**src/design/accel_fall_detector_top_macros.svh**
```systemverilog
// assertion macros for the fall detector
`ifndef ACCEL_FALL_DETECTOR_TOP_MACROS_SVH
`define ACCEL_FALL_DETECTOR_TOP_MACROS_SVH
`ifndef SYNTHESIS
`define AFD_ASSERT_IMPL(label, clk, rst, prop) \
   label: assert property (@(posedge clk) disable iff (rst) prop) else $error("%m failed");
`define AFD_ASSERT_NORST(label, clk, prop) \
   label: assert property (@(posedge clk) prop) else $error("%m failed");
`else
`define AFD_ASSERT_IMPL(label, clk, rst, prop)
`define AFD_ASSERT_NORST(label, clk, prop)
`endif
`endif

```
**src/design/afd_pkg.sv**
```systemverilog
package afd_pkg;
   localparam int AdcW = 10;
   localparam int TimeW = 32;
   localparam int MagW = 15;

   typedef enum logic [2:0] {
      EV_NONE = 3'd0, EV_POSSIBLE = 3'd1, EV_CANCEL = 3'd2,
      EV_CONFIRM = 3'd3, EV_TIMEOUT = 3'd4, EV_REARM = 3'd5
   } event_type;

   localparam logic [2:0] CSR_BASE_X = 3'd0;
   localparam logic [2:0] CSR_BASE_Y = 3'd1;
   localparam logic [2:0] CSR_BASE_Z = 3'd2;
   localparam logic [2:0] CSR_IMPACT = 3'd3;
   localparam logic [2:0] CSR_STILL = 3'd4;
   localparam logic [2:0] CSR_CANCEL = 3'd5;
   localparam logic [2:0] CSR_CONFIRM = 3'd6;
   localparam logic [2:0] CSR_COOLDOWN = 3'd7;

   typedef struct packed {
      logic [9:0]  accel_x;
      logic [9:0]  accel_y;
      logic [9:0]  accel_z;
      logic [31:0] now_ms;
   } req_type;

   typedef struct packed {
      logic [2:0]  event_res;
      logic        led;
      logic        fall_flag;
      logic        in_possible_fall;
      logic [1:0]  buzz_count;
      logic [14:0] magnitude;
   } rsp_type;

   // front to back queue entry
   typedef struct packed {
      logic [9:0]  accel_z;
      logic [31:0] now_ms;
      logic [14:0] magnitude;
   } mag_type;
endpackage

```
**src/design/afd_front.sv**
```systemverilog
// front: deviation squares and a bit-serial square root
module afd_front (
   input  logic                clock,
   input  logic                reset,
   input  logic                in_valid,
   output logic                in_ready,
   input  afd_pkg::req_type    in_word,
   input  logic [13:0]         base_x,
   input  logic [13:0]         base_y,
   input  logic [13:0]         base_z,
   output logic                out_valid,
   input  logic                out_ready,
   output afd_pkg::mag_type    out_word
);
   import afd_pkg::*;

   typedef enum logic [1:0] {F_IDLE, F_SQ, F_ROOT, F_DONE} fstate_type;

   fstate_type  state_ff, state_in;
   logic [13:0] dx_ff, dy_ff, dz_ff;
   logic [29:0] acc_ff, acc_in;
   logic [30:0] rem_ff, rem_in;
   logic [15:0] root_ff, root_in;
   logic [4:0]  cnt_ff, cnt_in;
   logic [1:0]  sq_ff, sq_in;
   logic [9:0]  z_ff;
   logic [31:0] t_ff;
   logic [13:0] sel;
   logic [27:0] prod;
   logic [13:0] ax, ay, az;
   logic [31:0] trial;
   logic [31:0] rem_sh;

   function automatic logic [13:0] adiff(input logic [13:0] a, input logic [13:0] b);
      adiff = (a > b) ? a - b : b - a;
   endfunction

   assign ax = {in_word.accel_x, 4'b0};
   assign ay = {in_word.accel_y, 4'b0};
   assign az = {in_word.accel_z, 4'b0};

   always_comb begin
      case (sq_ff)
         2'd0: sel = dx_ff;
         2'd1: sel = dy_ff;
         default: sel = dz_ff;
      endcase
   end
   assign prod = sel * sel;

   // one root bit per cycle: remainder shifted two bits in
   assign rem_sh = {rem_ff[29:0], acc_ff[29:28]};
   assign trial  = {14'b0, root_ff, 2'b01};

   always_comb begin
      state_in = state_ff;
      acc_in = acc_ff;
      rem_in = rem_ff;
      root_in = root_ff;
      cnt_in = cnt_ff;
      sq_in = sq_ff;
      case (state_ff)
         F_IDLE: begin
            if (in_valid) begin
               state_in = F_SQ;
               acc_in = '0;
               sq_in = 2'd0;
            end
         end
         F_SQ: begin
            acc_in = acc_ff + {2'b0, prod};
            sq_in = sq_ff + 2'd1;
            if (sq_ff == 2'd2) begin
               state_in = F_ROOT;
               rem_in = '0;
               root_in = '0;
               // 15 bit pairs in the 30-bit sum
               cnt_in = 5'd14;
            end
         end
         F_ROOT: begin
            acc_in = {acc_ff[27:0], 2'b0};
            if (rem_sh >= trial) begin
               rem_in = 31'(rem_sh - trial);
               root_in = {root_ff[14:0], 1'b1};
            end else begin
               rem_in = rem_sh[30:0];
               root_in = {root_ff[14:0], 1'b0};
            end
            cnt_in = cnt_ff - 5'd1;
            if (cnt_ff == 5'd0) state_in = F_DONE;
         end
         F_DONE: begin
            if (out_ready) state_in = F_IDLE;
         end
         default: state_in = F_IDLE;
      endcase
   end

   always_ff @(posedge clock) begin
      if (reset) begin
         state_ff <= F_IDLE;
      end else begin
         state_ff <= state_in;
      end
      acc_ff <= acc_in;
      rem_ff <= rem_in;
      root_ff <= root_in;
      cnt_ff <= cnt_in;
      sq_ff <= sq_in;
      if (state_ff == F_IDLE && in_valid) begin
         dx_ff <= adiff(ax, base_x);
         dy_ff <= adiff(ay, base_y);
         dz_ff <= adiff(az, base_z);
         z_ff <= in_word.accel_z;
         t_ff <= in_word.now_ms;
      end
   end

   assign in_ready = (state_ff == F_IDLE);
   assign out_valid = (state_ff == F_DONE);
   assign out_word.accel_z = z_ff;
   assign out_word.now_ms = t_ff;
   assign out_word.magnitude = root_ff[15] ? 15'h7FFF : root_ff[14:0];
endmodule

```
**src/design/afd_back.sv**
```systemverilog
// back: fall state machine, one magnitude word at a time
module afd_back #(
   parameter int IMPACT_SAMPLES = 3
) (
   input  logic              clock,
   input  logic              reset,
   input  logic              in_valid,
   output logic              in_ready,
   input  afd_pkg::mag_type  in_word,
   input  logic [14:0]       impact_level,
   input  logic [14:0]       still_level,
   input  logic [14:0]       cancel_level,
   input  logic [15:0]       confirm_ms,
   input  logic [15:0]       cooldown_ms,
   output logic              out_valid,
   input  logic              out_ready,
   output afd_pkg::rsp_type  out_word
);
   import afd_pkg::*;

   localparam logic [31:0] ZLimit = 32'd400;
   localparam logic [31:0] SettleMs = 32'd3000;
   localparam logic [31:0] WindowMs = 32'd5000;
   localparam logic [31:0] TimeoutMs = 32'd30000;
   localparam logic [31:0] BlinkMs = 32'd1000;
   localparam logic [12:0] MaxCnt = 13'd4096;

   typedef enum logic [2:0] {B_IDLE, B_A, B_MUL1, B_MUL2, B_B, B_OUT} bstate_type;

   bstate_type  state_ff;
   logic        possible_ff, latch_ff, armed_ff, wopen_ff, sopen_ff, blink_ff;
   logic [1:0]  run_ff;
   logic [31:0] fstart_ff, lend_ff, wstart_ff, sstart_ff, btime_ff;
   logic [14:0] prev_ff;
   logic [26:0] sum_ff;
   logic [12:0] cnt_ff;
   mag_type     w_ff;
   logic [2:0]  ev_ff;
   logic [1:0]  buzz_ff;
   logic        led_ff;
   logic [27:0] cprod_ff, sprod_ff;
   logic        wend_ff;
   rsp_type     rsp_ff;

   logic [31:0] now;
   logic [14:0] mag;
   logic [14:0] dmag;
   logic        cool, impact;
   logic [1:0]  run_n;

   assign now = w_ff.now_ms;
   assign mag = w_ff.magnitude;
   assign dmag = (mag > prev_ff) ? mag - prev_ff : prev_ff - mag;
   assign cool = (now - lend_ff) < {16'b0, cooldown_ms};
   assign impact = (mag > impact_level) && ({22'b0, w_ff.accel_z} < ZLimit);

   always_comb begin
      if (cool) run_n = 2'd0;
      else if (impact && (armed_ff || (!armed_ff && !cool)))
         run_n = (run_ff == 2'd3) ? 2'd3 : run_ff + 2'd1;
      else run_n = 2'd0;
      // re-arm clears the run before counting
      if (!armed_ff && !cool) run_n = impact ? 2'd1 : 2'd0;
   end

   always_ff @(posedge clock) begin
      if (reset) begin
         state_ff <= B_IDLE;
         possible_ff <= 1'b0; latch_ff <= 1'b0; armed_ff <= 1'b1;
         wopen_ff <= 1'b0; sopen_ff <= 1'b0; blink_ff <= 1'b0;
         run_ff <= '0; fstart_ff <= '0; lend_ff <= '0; wstart_ff <= '0;
         sstart_ff <= '0; btime_ff <= '0; prev_ff <= '0; sum_ff <= '0;
         cnt_ff <= '0;
      end else begin
         case (state_ff)
            B_IDLE: begin
               if (in_valid) begin
                  w_ff <= in_word;
                  state_ff <= B_A;
               end
            end
            B_A: begin
               ev_ff <= EV_NONE;
               buzz_ff <= 2'd0;
               state_ff <= B_B;
               if (!possible_ff) begin
                  led_ff <= latch_ff;
                  if (!armed_ff && !cool) begin
                     armed_ff <= 1'b1;
                     ev_ff <= EV_REARM;
                  end
                  if (run_n >= 2'(IMPACT_SAMPLES)) begin
                     possible_ff <= 1'b1;
                     fstart_ff <= now;
                     sopen_ff <= 1'b0; sstart_ff <= '0;
                     sum_ff <= '0; cnt_ff <= '0;
                     wopen_ff <= 1'b0; wstart_ff <= '0;
                     prev_ff <= mag;
                     btime_ff <= now;
                     blink_ff <= 1'b0;
                     run_ff <= '0;
                     armed_ff <= 1'b0;
                     ev_ff <= EV_POSSIBLE;
                     buzz_ff <= 2'd1;
                     led_ff <= 1'b0;
                     state_ff <= B_OUT;
                  end else begin
                     run_ff <= run_n;
                     state_ff <= B_OUT;
                  end
               end
            end
            B_B: begin
               // possible fall: blink, settle, accumulate
               if (now - btime_ff >= BlinkMs) begin
                  blink_ff <= ~blink_ff;
                  btime_ff <= now;
               end
               if (now - fstart_ff < SettleMs) begin
                  led_ff <= (now - btime_ff >= BlinkMs) ? ~blink_ff : blink_ff;
                  state_ff <= B_OUT;
               end else begin
                  if (!wopen_ff) begin
                     wopen_ff <= 1'b1;
                     wstart_ff <= now;
                     if (cnt_ff < MaxCnt) begin
                        sum_ff <= sum_ff;
                        cnt_ff <= cnt_ff + 13'd1;
                     end
                     wend_ff <= 1'b0;
                  end else begin
                     if (cnt_ff < MaxCnt) begin
                        sum_ff <= sum_ff + {12'b0, dmag};
                        cnt_ff <= cnt_ff + 13'd1;
                     end
                     wend_ff <= (now - wstart_ff) >= WindowMs;
                  end
                  prev_ff <= mag;
                  state_ff <= B_MUL1;
               end
            end
            B_MUL1: begin
               cprod_ff <= cancel_level * cnt_ff;
               sprod_ff <= still_level * cnt_ff;
               state_ff <= B_MUL2;
            end
            B_MUL2: begin
               state_ff <= B_OUT;
               if (wend_ff) begin
                  sum_ff <= '0; cnt_ff <= '0; wstart_ff <= now;
                  if (cnt_ff != 13'd0 && {1'b0, sum_ff} >= cprod_ff) begin
                     possible_ff <= 1'b0; sopen_ff <= 1'b0; sstart_ff <= '0;
                     wopen_ff <= 1'b0; wstart_ff <= '0; prev_ff <= '0;
                     run_ff <= '0; fstart_ff <= '0; blink_ff <= 1'b0;
                     lend_ff <= now; armed_ff <= 1'b0;
                     ev_ff <= EV_CANCEL; led_ff <= 1'b0;
                  end else if (cnt_ff != 13'd0 && {1'b0, sum_ff} < sprod_ff) begin
                     if (!sopen_ff) begin
                        sopen_ff <= 1'b1; sstart_ff <= now;
                        if (now - fstart_ff > TimeoutMs) begin
                           possible_ff <= 1'b0; sopen_ff <= 1'b0; sstart_ff <= '0;
                           wopen_ff <= 1'b0; wstart_ff <= '0; prev_ff <= '0;
                           run_ff <= '0; fstart_ff <= '0; blink_ff <= 1'b0;
                           lend_ff <= now; armed_ff <= 1'b0;
                           ev_ff <= EV_TIMEOUT; led_ff <= 1'b0;
                        end else led_ff <= blink_ff | latch_ff;
                     end else if (now - sstart_ff >= {16'b0, confirm_ms}) begin
                        latch_ff <= 1'b1;
                        possible_ff <= 1'b0; sopen_ff <= 1'b0; sstart_ff <= '0;
                        wopen_ff <= 1'b0; wstart_ff <= '0; prev_ff <= '0;
                        run_ff <= '0; fstart_ff <= '0; blink_ff <= 1'b0;
                        lend_ff <= now; armed_ff <= 1'b1;
                        ev_ff <= EV_CONFIRM; buzz_ff <= 2'd3; led_ff <= 1'b0;
                     end else if (now - fstart_ff > TimeoutMs) begin
                        possible_ff <= 1'b0; sopen_ff <= 1'b0; sstart_ff <= '0;
                        wopen_ff <= 1'b0; wstart_ff <= '0; prev_ff <= '0;
                        run_ff <= '0; fstart_ff <= '0; blink_ff <= 1'b0;
                        lend_ff <= now; armed_ff <= 1'b0;
                        ev_ff <= EV_TIMEOUT; led_ff <= 1'b0;
                     end else led_ff <= blink_ff | latch_ff;
                  end else begin
                     if (now - fstart_ff > TimeoutMs) begin
                        possible_ff <= 1'b0; sopen_ff <= 1'b0; sstart_ff <= '0;
                        wopen_ff <= 1'b0; wstart_ff <= '0; prev_ff <= '0;
                        run_ff <= '0; fstart_ff <= '0; blink_ff <= 1'b0;
                        lend_ff <= now; armed_ff <= 1'b0;
                        ev_ff <= EV_TIMEOUT; led_ff <= 1'b0;
                     end else begin
                        sopen_ff <= 1'b0; sstart_ff <= '0;
                        led_ff <= blink_ff | latch_ff;
                     end
                  end
               end else if (now - fstart_ff > TimeoutMs) begin
                  possible_ff <= 1'b0; sopen_ff <= 1'b0; sstart_ff <= '0;
                  sum_ff <= '0; cnt_ff <= '0;
                  wopen_ff <= 1'b0; wstart_ff <= '0; prev_ff <= '0;
                  run_ff <= '0; fstart_ff <= '0; blink_ff <= 1'b0;
                  lend_ff <= now; armed_ff <= 1'b0;
                  ev_ff <= EV_TIMEOUT; led_ff <= 1'b0;
               end else begin
                  led_ff <= blink_ff | latch_ff;
               end
            end
            B_OUT: begin
               if (!out_valid || out_ready) begin
                  rsp_ff.event_res <= ev_ff;
                  rsp_ff.led <= led_ff;
                  rsp_ff.fall_flag <= latch_ff;
                  rsp_ff.in_possible_fall <= possible_ff;
                  rsp_ff.buzz_count <= buzz_ff;
                  rsp_ff.magnitude <= mag;
                  state_ff <= B_IDLE;
               end
            end
            default: state_ff <= B_IDLE;
         endcase
      end
   end

   // result holding register
   logic ovalid_ff;
   always_ff @(posedge clock) begin
      if (reset) begin
         ovalid_ff <= 1'b0;
      end else if (state_ff == B_OUT && (!ovalid_ff || out_ready)) begin
         ovalid_ff <= 1'b1;
      end else if (out_ready) begin
         ovalid_ff <= 1'b0;
      end
   end

   assign out_valid = ovalid_ff;
   assign out_word = rsp_ff;
   assign in_ready = (state_ff == B_IDLE);
endmodule

```
**src/design/afd_queue.sv**
```systemverilog
// two-entry word queue between front and back
module afd_queue (
   input  logic             clock,
   input  logic             reset,
   input  logic             in_valid,
   output logic             in_ready,
   input  afd_pkg::mag_type in_word,
   output logic             out_valid,
   input  logic             out_ready,
   output afd_pkg::mag_type out_word
);
   import afd_pkg::*;

   mag_type    mem_ff [2];
   logic       wp_ff, rp_ff;
   logic [1:0] cnt_ff;
   logic       push, pop;

   assign in_ready = (cnt_ff != 2'd2);
   assign out_valid = (cnt_ff != 2'd0);
   assign push = in_valid && in_ready;
   assign pop = out_valid && out_ready;
   assign out_word = mem_ff[rp_ff];

   always_ff @(posedge clock) begin
      if (reset) begin
         wp_ff <= 1'b0; rp_ff <= 1'b0; cnt_ff <= '0;
      end else begin
         if (push) wp_ff <= ~wp_ff;
         if (pop) rp_ff <= ~rp_ff;
         cnt_ff <= cnt_ff + {1'b0, push} - {1'b0, pop};
      end
      if (push) mem_ff[wp_ff] <= in_word;
   end
endmodule

```
**src/design/accel_fall_detector_top.sv**
```systemverilog
// Fall detector over 3-axis accelerometer words. A front unit takes each
// sample, forms per-axis deviation from the baseline and a bit-serial
// square root; it works on one word at a time (accept, the square-and-add
// steps for the three axes, the root steps, hand-off). A two-word queue feeds
// the back unit, which runs the impact / settle / window / confirm logic with
// one registered multiply stage. One result word per sample comes out in order.
// The front takes a new sample only after it has handed off the last one, so
// the square root loop sets the throughput.
// IMPACT_SAMPLES (1 to 3) is how many impact samples in a row start a
// possible fall. Configure only while idle.
`include "accel_fall_detector_top_macros.svh"
module accel_fall_detector_top #(
   parameter int IMPACT_SAMPLES = 3
) (
   input  logic              clock,
   input  logic              reset,
   input  logic              req_push,
   output logic              req_full,
   input  afd_pkg::req_type  req_word,
   output logic              rsp_empty,
   input  logic              rsp_pop,
   output afd_pkg::rsp_type  rsp_word,
   input  logic              csr_valid,
   output logic              csr_ready,
   input  logic [2:0]        csr_index,
   input  logic [15:0]       csr_data
);
   import afd_pkg::*;

   // configuration registers
   logic [13:0] base_x_ff, base_y_ff, base_z_ff;
   logic [14:0] impact_ff, still_ff, cancel_ff;
   logic [15:0] confirm_ff, cooldown_ff;

   logic    f_valid, f_ready, b_valid, b_ready, out_valid;
   mag_type f_word, b_word;
   logic    front_ready;

   // result word carries a buzz request / event that may buzz
   logic    rsp_buzz, rsp_buzz_event;

   assign csr_ready = 1'b1;

   always_ff @(posedge clock) begin
      if (reset) begin
         base_x_ff <= 14'd8184; base_y_ff <= 14'd8184; base_z_ff <= 14'd8184;
         impact_ff <= 15'd2080; still_ff <= 15'd112; cancel_ff <= 15'd1280;
         confirm_ff <= 16'd10000; cooldown_ff <= 16'd6000;
      end else if (csr_valid) begin
         case (csr_index)
            CSR_BASE_X:   base_x_ff <= csr_data[13:0];
            CSR_BASE_Y:   base_y_ff <= csr_data[13:0];
            CSR_BASE_Z:   base_z_ff <= csr_data[13:0];
            CSR_IMPACT:   impact_ff <= csr_data[14:0];
            CSR_STILL:    still_ff <= csr_data[14:0];
            CSR_CANCEL:   cancel_ff <= csr_data[14:0];
            CSR_CONFIRM:  confirm_ff <= csr_data;
            CSR_COOLDOWN: cooldown_ff <= csr_data;
            default: ;
         endcase
      end
   end

   afd_front u_front (
      .clock(clock), .reset(reset),
      .in_valid(req_push), .in_ready(front_ready), .in_word(req_word),
      .base_x(base_x_ff), .base_y(base_y_ff), .base_z(base_z_ff),
      .out_valid(f_valid), .out_ready(f_ready), .out_word(f_word)
   );
   assign req_full = !front_ready;

   afd_queue u_queue (
      .clock(clock), .reset(reset),
      .in_valid(f_valid), .in_ready(f_ready), .in_word(f_word),
      .out_valid(b_valid), .out_ready(b_ready), .out_word(b_word)
   );

   afd_back #(.IMPACT_SAMPLES(IMPACT_SAMPLES)) u_back (
      .clock(clock), .reset(reset),
      .in_valid(b_valid), .in_ready(b_ready), .in_word(b_word),
      .impact_level(impact_ff), .still_level(still_ff),
      .cancel_level(cancel_ff), .confirm_ms(confirm_ff),
      .cooldown_ms(cooldown_ff),
      .out_valid(out_valid), .out_ready(rsp_pop), .out_word(rsp_word)
   );
   assign rsp_empty = !out_valid;

   assign rsp_buzz = !rsp_empty && (rsp_word.buzz_count != 2'd0);
   assign rsp_buzz_event = (rsp_word.event_res == EV_POSSIBLE) ||
                           (rsp_word.event_res == EV_CONFIRM);

   // a result word holds while it waits
   `AFD_ASSERT_IMPL(a_rsp_hold, clock, reset, !rsp_empty && !rsp_pop |=> $stable(rsp_word))
   // buzz only with a possible fall or confirm
   `AFD_ASSERT_IMPL(a_buzz, clock, reset, rsp_buzz |-> rsp_buzz_event)
   // empty after reset
   `AFD_ASSERT_NORST(a_reset_empty, clock, reset |=> rsp_empty)
endmodule

```
**config.mk**
```make
export PLATFORM = sky130hd
export DESIGN_NAME = accel_fall_detector_top
export DESIGN_NICKNAME = d
export VERILOG_FILES = /design/src/design/afd_pkg.sv /design/src/design/afd_front.sv /design/src/design/afd_back.sv /design/src/design/afd_queue.sv /design/src/design/accel_fall_detector_top.sv
export VERILOG_INCLUDE_DIRS = /design/src /design/src/design
export SDC_FILE = /design/constraint.sdc
export NUM_CORES = 2
export LEC_CHECK = 0
export ABC_CLOCK_PERIOD_IN_PS = 16800
export BUFFER_PORTS_ARGS = -buffer_cell sky130_fd_sc_hd__buf_2
export CORE_ASPECT_RATIO = 0.8
export CORE_MARGIN = 2
export CORE_UTILIZATION = 45
export DETAILED_ROUTE_END_ITERATION = 8
export PLACE_DENSITY = 0.59
export RECOVER_POWER = 100
export REMOVE_ABC_BUFFERS = 1
export SLEW_MARGIN = 15
export SYNTH_ARGS = -nofsm -noshare
export SYNTH_HDL_FRONTEND = slang
export SYNTH_SLANG_ARGS = --single-unit
export TNS_END_PERCENT = 10
```
**constraint.sdc**
```tcl
create_clock -name clock -period 16.8 [get_ports clock]
set_input_delay 2.52 -clock clock [delete_from_list [all_inputs] [get_ports clock]]
set_output_delay 2.52 -clock clock [all_outputs]
set_load 0.01 [all_outputs]
```
**After elaboration in Yosys (flattened, before gate mapping)**

Memories as Yosys holds them, arrays and structs flattened. A register that Yosys moved wholly into a read port is not among the register bits.
Index checks and enable logic that the tools add are counted.

- Register bits after elaboration: 605
- Memory bits (writable): 114
- Output and inout port bits: 26
- Memories kept: 1

Memory list:

| memory | words | width | read ports | clocked after Yosys merged registers in | wr ports | line | text |
|---|---|---|---|---|---|---|---|
| u_queue.mem_ff | 2 | 57 | 1 | 1 | 1 | afd_queue.sv:14 | `mag_type mem_ff [2];` |

- Add/subtract/negate cells: 22
- $mul: 3
- $lt $le $gt $ge: 17
- Equal/unequal tests: 40
- Muxes and demuxes: 180
- Bitwise logic cells: 7
- Reductions and logical operators: 60

Operators by type and width:

| operator | count |
|---|---|
| two-way mux 32 bit | 32 |
| one-hot mux 32 bit (2 select lines) | 3 |
| two-way mux 27 bit | 7 |
| two-way mux 15 bit | 11 |
| subtractor 32 bit | 5 |
| one-hot mux 32 bit (3 select lines) | 1 |
| two-way mux 30 bit | 3 |
| one-hot mux 30 bit (3 select lines) | 1 |
| subtractor 14 bit | 6 |
| one-hot mux 27 bit (3 select lines) | 1 |
| two-way mux 13 bit | 6 |
| one-hot mux 30 bit (2 select lines) | 1 |
| two-way mux 1 bit | 57 |
| multiplier 15 x 13 -> 28 bit | 2 |
| two-way mux 2 bit | 23 |
| one-hot mux 15 bit (3 select lines) | 1 |
| > comparator 14 bit | 3 |
| two-way mux 14 bit | 3 |
| one-hot mux 13 bit (3 select lines) | 1 |
| two-way mux 3 bit | 12 |
| >= comparator 32 x 10 -> 1 bit, second input constant | 1 |
| >= comparator 32 x 13 -> 1 bit, second input constant | 1 |
| >= comparator 32 x 16 -> 1 bit | 1 |
| >= comparator 32 x 18 -> 1 bit | 1 |
| 54 further kinds | 146 |

**Logic depth before layout (Yosys ltp)**

- Depth after elaboration: 13
- Mapped depth: 34
- Mapped depth without buffers: 32

**Cells and area by module**

From an unflattened synthesis, not the netlist that was laid out.

- Cell total of the unflattened synthesis: 6,785
- Area, all modules: 64,763.4 µm²

By module, submodules not included:

| module | times used | cells each | area each (µm²) |
|---|---|---|---|
| afd_back | 1 | 4,475 | 39,033.7 |
| afd_front | 1 | 1,674 | 16,603.4 |
| accel_fall_detector_top | 1 | 435 | 4,663.2 |
| afd_queue | 1 | 201 | 4,463.0 |

**Worst setup path after synthesis**

Ideal clock, no wire load.

- Kind: register -> register
- Start point: register u_front.sq_ff[0]
- End point: register u_front.acc_ff[29], data pin
- Arrival time: 7.644 ns
- Required time: 16.537 ns
- Slack: 8.893 ns
- Cell stages (with the launch flop): 35
- Buffers on the path: 2
- Cell sequence: edfxtp_1 inv_1 ha_1 nor2_1 clkbuf_1 a21oi_1 inv_1 clkbuf_1 nand2_1 inv_1 ha_1 xor2_1 fa_1 inv_1 fa_1 inv_1 fa_1 inv_1 fa_1 inv_1 fa_1 inv_1 ha_1 and2_1 o21ai_0 o31ai_1 o41ai_1 o211ai_1 a21oi_1 o31ai_1 a21oi_1 o21ai_0 a221o_1 xnor2_1 o21ai_0

- Cells in the longest elaborated chain, start to end: 5
- Elaborated cells between the ends (all ways): 6

Ends and longest elaborated chain:

| item | line | text |
|---|---|---|
| start: declaration | afd_front.sv:25 | `logic [1:0] sq_ff, sq_in;` |
| start signal: assignment | afd_front.sv:110 | `sq_ff <= sq_in;` |
| equality test 2 x 1 -> 1 bit / logical NOT 2 bit (equally long branches) | afd_front.sv:43 | `case (sq_ff)` |
| one-hot mux 14 bit (2 select lines) * | afd_front.sv:43 |  |
| multiplier 14 x 14 -> 28 bit * | afd_front.sv:49 | `assign prod = sel * sel;` |
| adder 30 x 28 -> 30 bit * | afd_front.sv:71 | `acc_in = acc_ff + {2'b0, prod};` |
| one-hot mux 30 bit (3 select lines) * | afd_front.sv:62 | `case (state_ff)` |
| named net u_front.acc_in[29] | afd_front.sv:21 | `logic [29:0] acc_ff, acc_in;` |
| end signal: assignment | afd_front.sv:106 | `acc_ff <= acc_in;` |
| end: declaration | afd_front.sv:21 |  |

Mark *: on every way through the listed nets, which the timed path passes. The rest lies on a longest branch.
A chain may end at the register's enable or synchronous reset.

==> flow_summary.yaml <==
placed_design:
  io_buffers: 110
  post-place-ws_ns: 6.92
  dp_hpwl_mm: 131
  place_congestion: 0.895
worst_setup_path:
  worstPathArrival_ns: 10.62
  start_kind: "input pin"
  worstSetupPathType: "in2reg"
  worst_setup_path_end_kind: "flip-flop"
  required_ns: 17.41
  reg2regPathDepth: 31
  cp_max_fo: 75
run_status:
  run_status: "complete, but fails checks"
  violations: "capacitance limit, slew limit"
layout:
  syn_to_final_growth_pct: 8.63
  layout-drive-gt1-share_pct: 5.95
  final_nets: 8084
  utilization_pct: 49.3
die:
  die_y_microns: 341
  die-area_sq_um: 145000
  dieWidth_microns: 425
  rows: 123
  design.core.area_sq_um: 141000
  start_util_pct: 45.3
  io_pins: 112
global_route:
  grt_start_max_net_pins: 80
  grt_pass1_vias: 48194
  grt_pass1_wl_mm: 281
  antenna_found_initial: 7
  overflow: 0
  grt_usage_pct: 24.6
timing:
  rsz0062_at_grt: "no"
  maxSlewViolCount: 931
  hold_violations: 0
  finalCritPeriodShare_pct: 59.6
  finalSetupViolCount: 0
  fin_crit_ns: 10.01
  final.setup.worst_slack_ns: 6.79
  max_freq_mhz: 99.9
  slew_headroom_pct: -218
  setup_tns_ns: 0
  max_slew.worst_pin.slew_ns: 4.77
  fin_skew_ns: 0.0298
logic_synthesis:
  syn_area_per_cell_sq_um: 9.21
  ys.flop_type: "edfxtp_1"
  yosys.area.top_type: "edfxtp_1"
  synth_common_cells: "inv_1 (972), nand2_1 (794), ha_1 (630)"
  ys_warn_count: 0
  synth.most_common_cell: "inv_1"
  synth_area_leaders: "edfxtp_1 (19%), fa_1 (14%), ha_1 (12%)"
  synth.distinct_cells: 110
  ys_seq_area_share_pct: 30.3
  syn-instance-count: 6922
  synth_area_sq_um: 63700
  synth_top_area_share_pct: 19.2
  synth_edf_count: 408
  ys_async_sr_fraction_pct: 0
  synth_seq_cells: 760
route:
  ant_nets: 0
  top_layer: "met4"
  drt_iter0_drc: 3909
  wl_per_cell_microns: 20.0
  first_pass_iters: 5
  met1_length_mm: 87.5
  met2_length_mm: 74.3
  routed-wl-met3_mm: 10.7
  drc: 0
  avgViaCountPerCell: 5.57
  dr_total_vias: 49481
  drt_wl_total_mm: 177
clocking:
  h-tree-depth: 3
  cts_buffer_depth: 3
  cts-buffers-inserted: 89
  clock_sinks: 760
  cts_setup_buffers: 0
  post_cts_resized: 0
  clk_pin_slew_ns: 0.06
  cts_tree: "built"
  postCtsHoldBufs: 0
  clock_latency_ns: 0.72
  root_buffer: "clkbuf_16"
flow_run:
  drv_cap: 21
worst_hold_path:
  hold_class: "reg2reg"
  hold_path_depth: 0
==> through the flow <==
step	instances	area [sq um]	hold WS [ns]
final	8885	69200	0.424
after CTS	8881	69400	0.428
after detailed placement	8715	66300	0.413
after global placement	8715	66300	0.406
after floorplan	6643	62600	0.400
after global routing	8885	69200	0.445
==> kinds of logic (layout without fill, tap and decap cells) <==
group	Yosys count	count (layout)	share of synthesized area, %
AOI/OAI and AO/OA	1485	1485	15.7
muxes	151	151	2.53
adders and majority gates	1067	1067	26.1
DFF	760	760	30.3
other	1	5	0.00589
buffers and inverters	1257	1341	7.53
xor gates and xnor gates	259	259	3.56
and+or+nand+nor	1942	1942	14.3
==> flip-flops by register name, indices dropped and copies added (netlist names), 16 cells and up <==
name	flops
confirm_ff	16
cooldown_ff	16
u_back.btime_ff	32
u_back.cprod_ff	28
u_back.fstart_ff	32
u_back.lend_ff	32
u_back.now	32
u_back.out_word	23
u_back.sprod_ff	28
u_back.sstart_ff	32
u_back.sum_ff	27
u_back.wstart_ff	32
u_front.acc_ff	30
u_front.rem_ff	30
u_front.root_ff	16
u_front.t_ff	32
u_queue.mem_ff	106
==> layout by cell type, fill, tap and decap left out, types with 53 or more instances in the layout <==
master and instances:
a21o_1 148, a21oi_1 444, a22o_1 129, and2_1 165
and3_1 53, buf_2 70, buf_4 65, clkbuf_1 80
clkbuf_16 92, dfxtp_1 351, edfxtp_1 408, fa_1 437
ha_1 630, inv_1 972, mux2_2 58, mux2i_1 78
nand2_1 794, nand2b_1 53, nand3_1 115, nand4_1 68
nor2_1 388, nor3_1 99, o211ai_1 65, o21a_1 65
o21ai_0 218, xnor2_1 173, xor2_1 86
==> area by class of cell <==
type / instances / area (sq um)
fillers: 13219 / 71300
multi-input cells: 4905 / 39700
clock inverters: 52 / 708
clock buffers: 114 / 2420
repair buffers: 197 / 1070
diodes: 4 / 10.0
inverters: 978 / 3670
well taps: 1875 / 2350
flip-flops and latches: 760 / 19300
==> worst paths after layout <==
kind	slack (ns)	to	startpoint
min reg2reg	0.42	u_back.out_word[19]$_DFFE_PP_	u_back.led_ff$_DFFE_PP_
min	0.42	u_back.out_word[19]$_DFFE_PP_	u_back.led_ff$_DFFE_PP_
max reg2reg	6.84	u_front.acc_ff[29]$_DFFE_PP_	u_front.sq_ff[0]$_SDFFCE_PN0P_
max	6.79	u_back.btime_ff[0]$_SDFFE_PP0P_	reset
==> critical path, stage by stage <==
cell and delay, ns:
clkbuf_1 3.28, clkinvlp_2 0.77, clkbuf_1 1.34, clkbuf_1 1.63, and4_1 0.72, a31o_2 0.22
==> per-layer routing <==
| layer | vias up | global-route usage, % |
|---|---|---|
| li1 | 23764 | - |
| met1 | 24160 | 37.5 |
| met2 | 1314 | 36.3 |
| met3 | 243 | 3.67 |
| met4 | 0 | 6.35 |
| met5 | - | 0 |
Power is left out: the tool's default activity adds up to more than one toggle a clock period on the data nets, which glitch-free logic cannot reach.
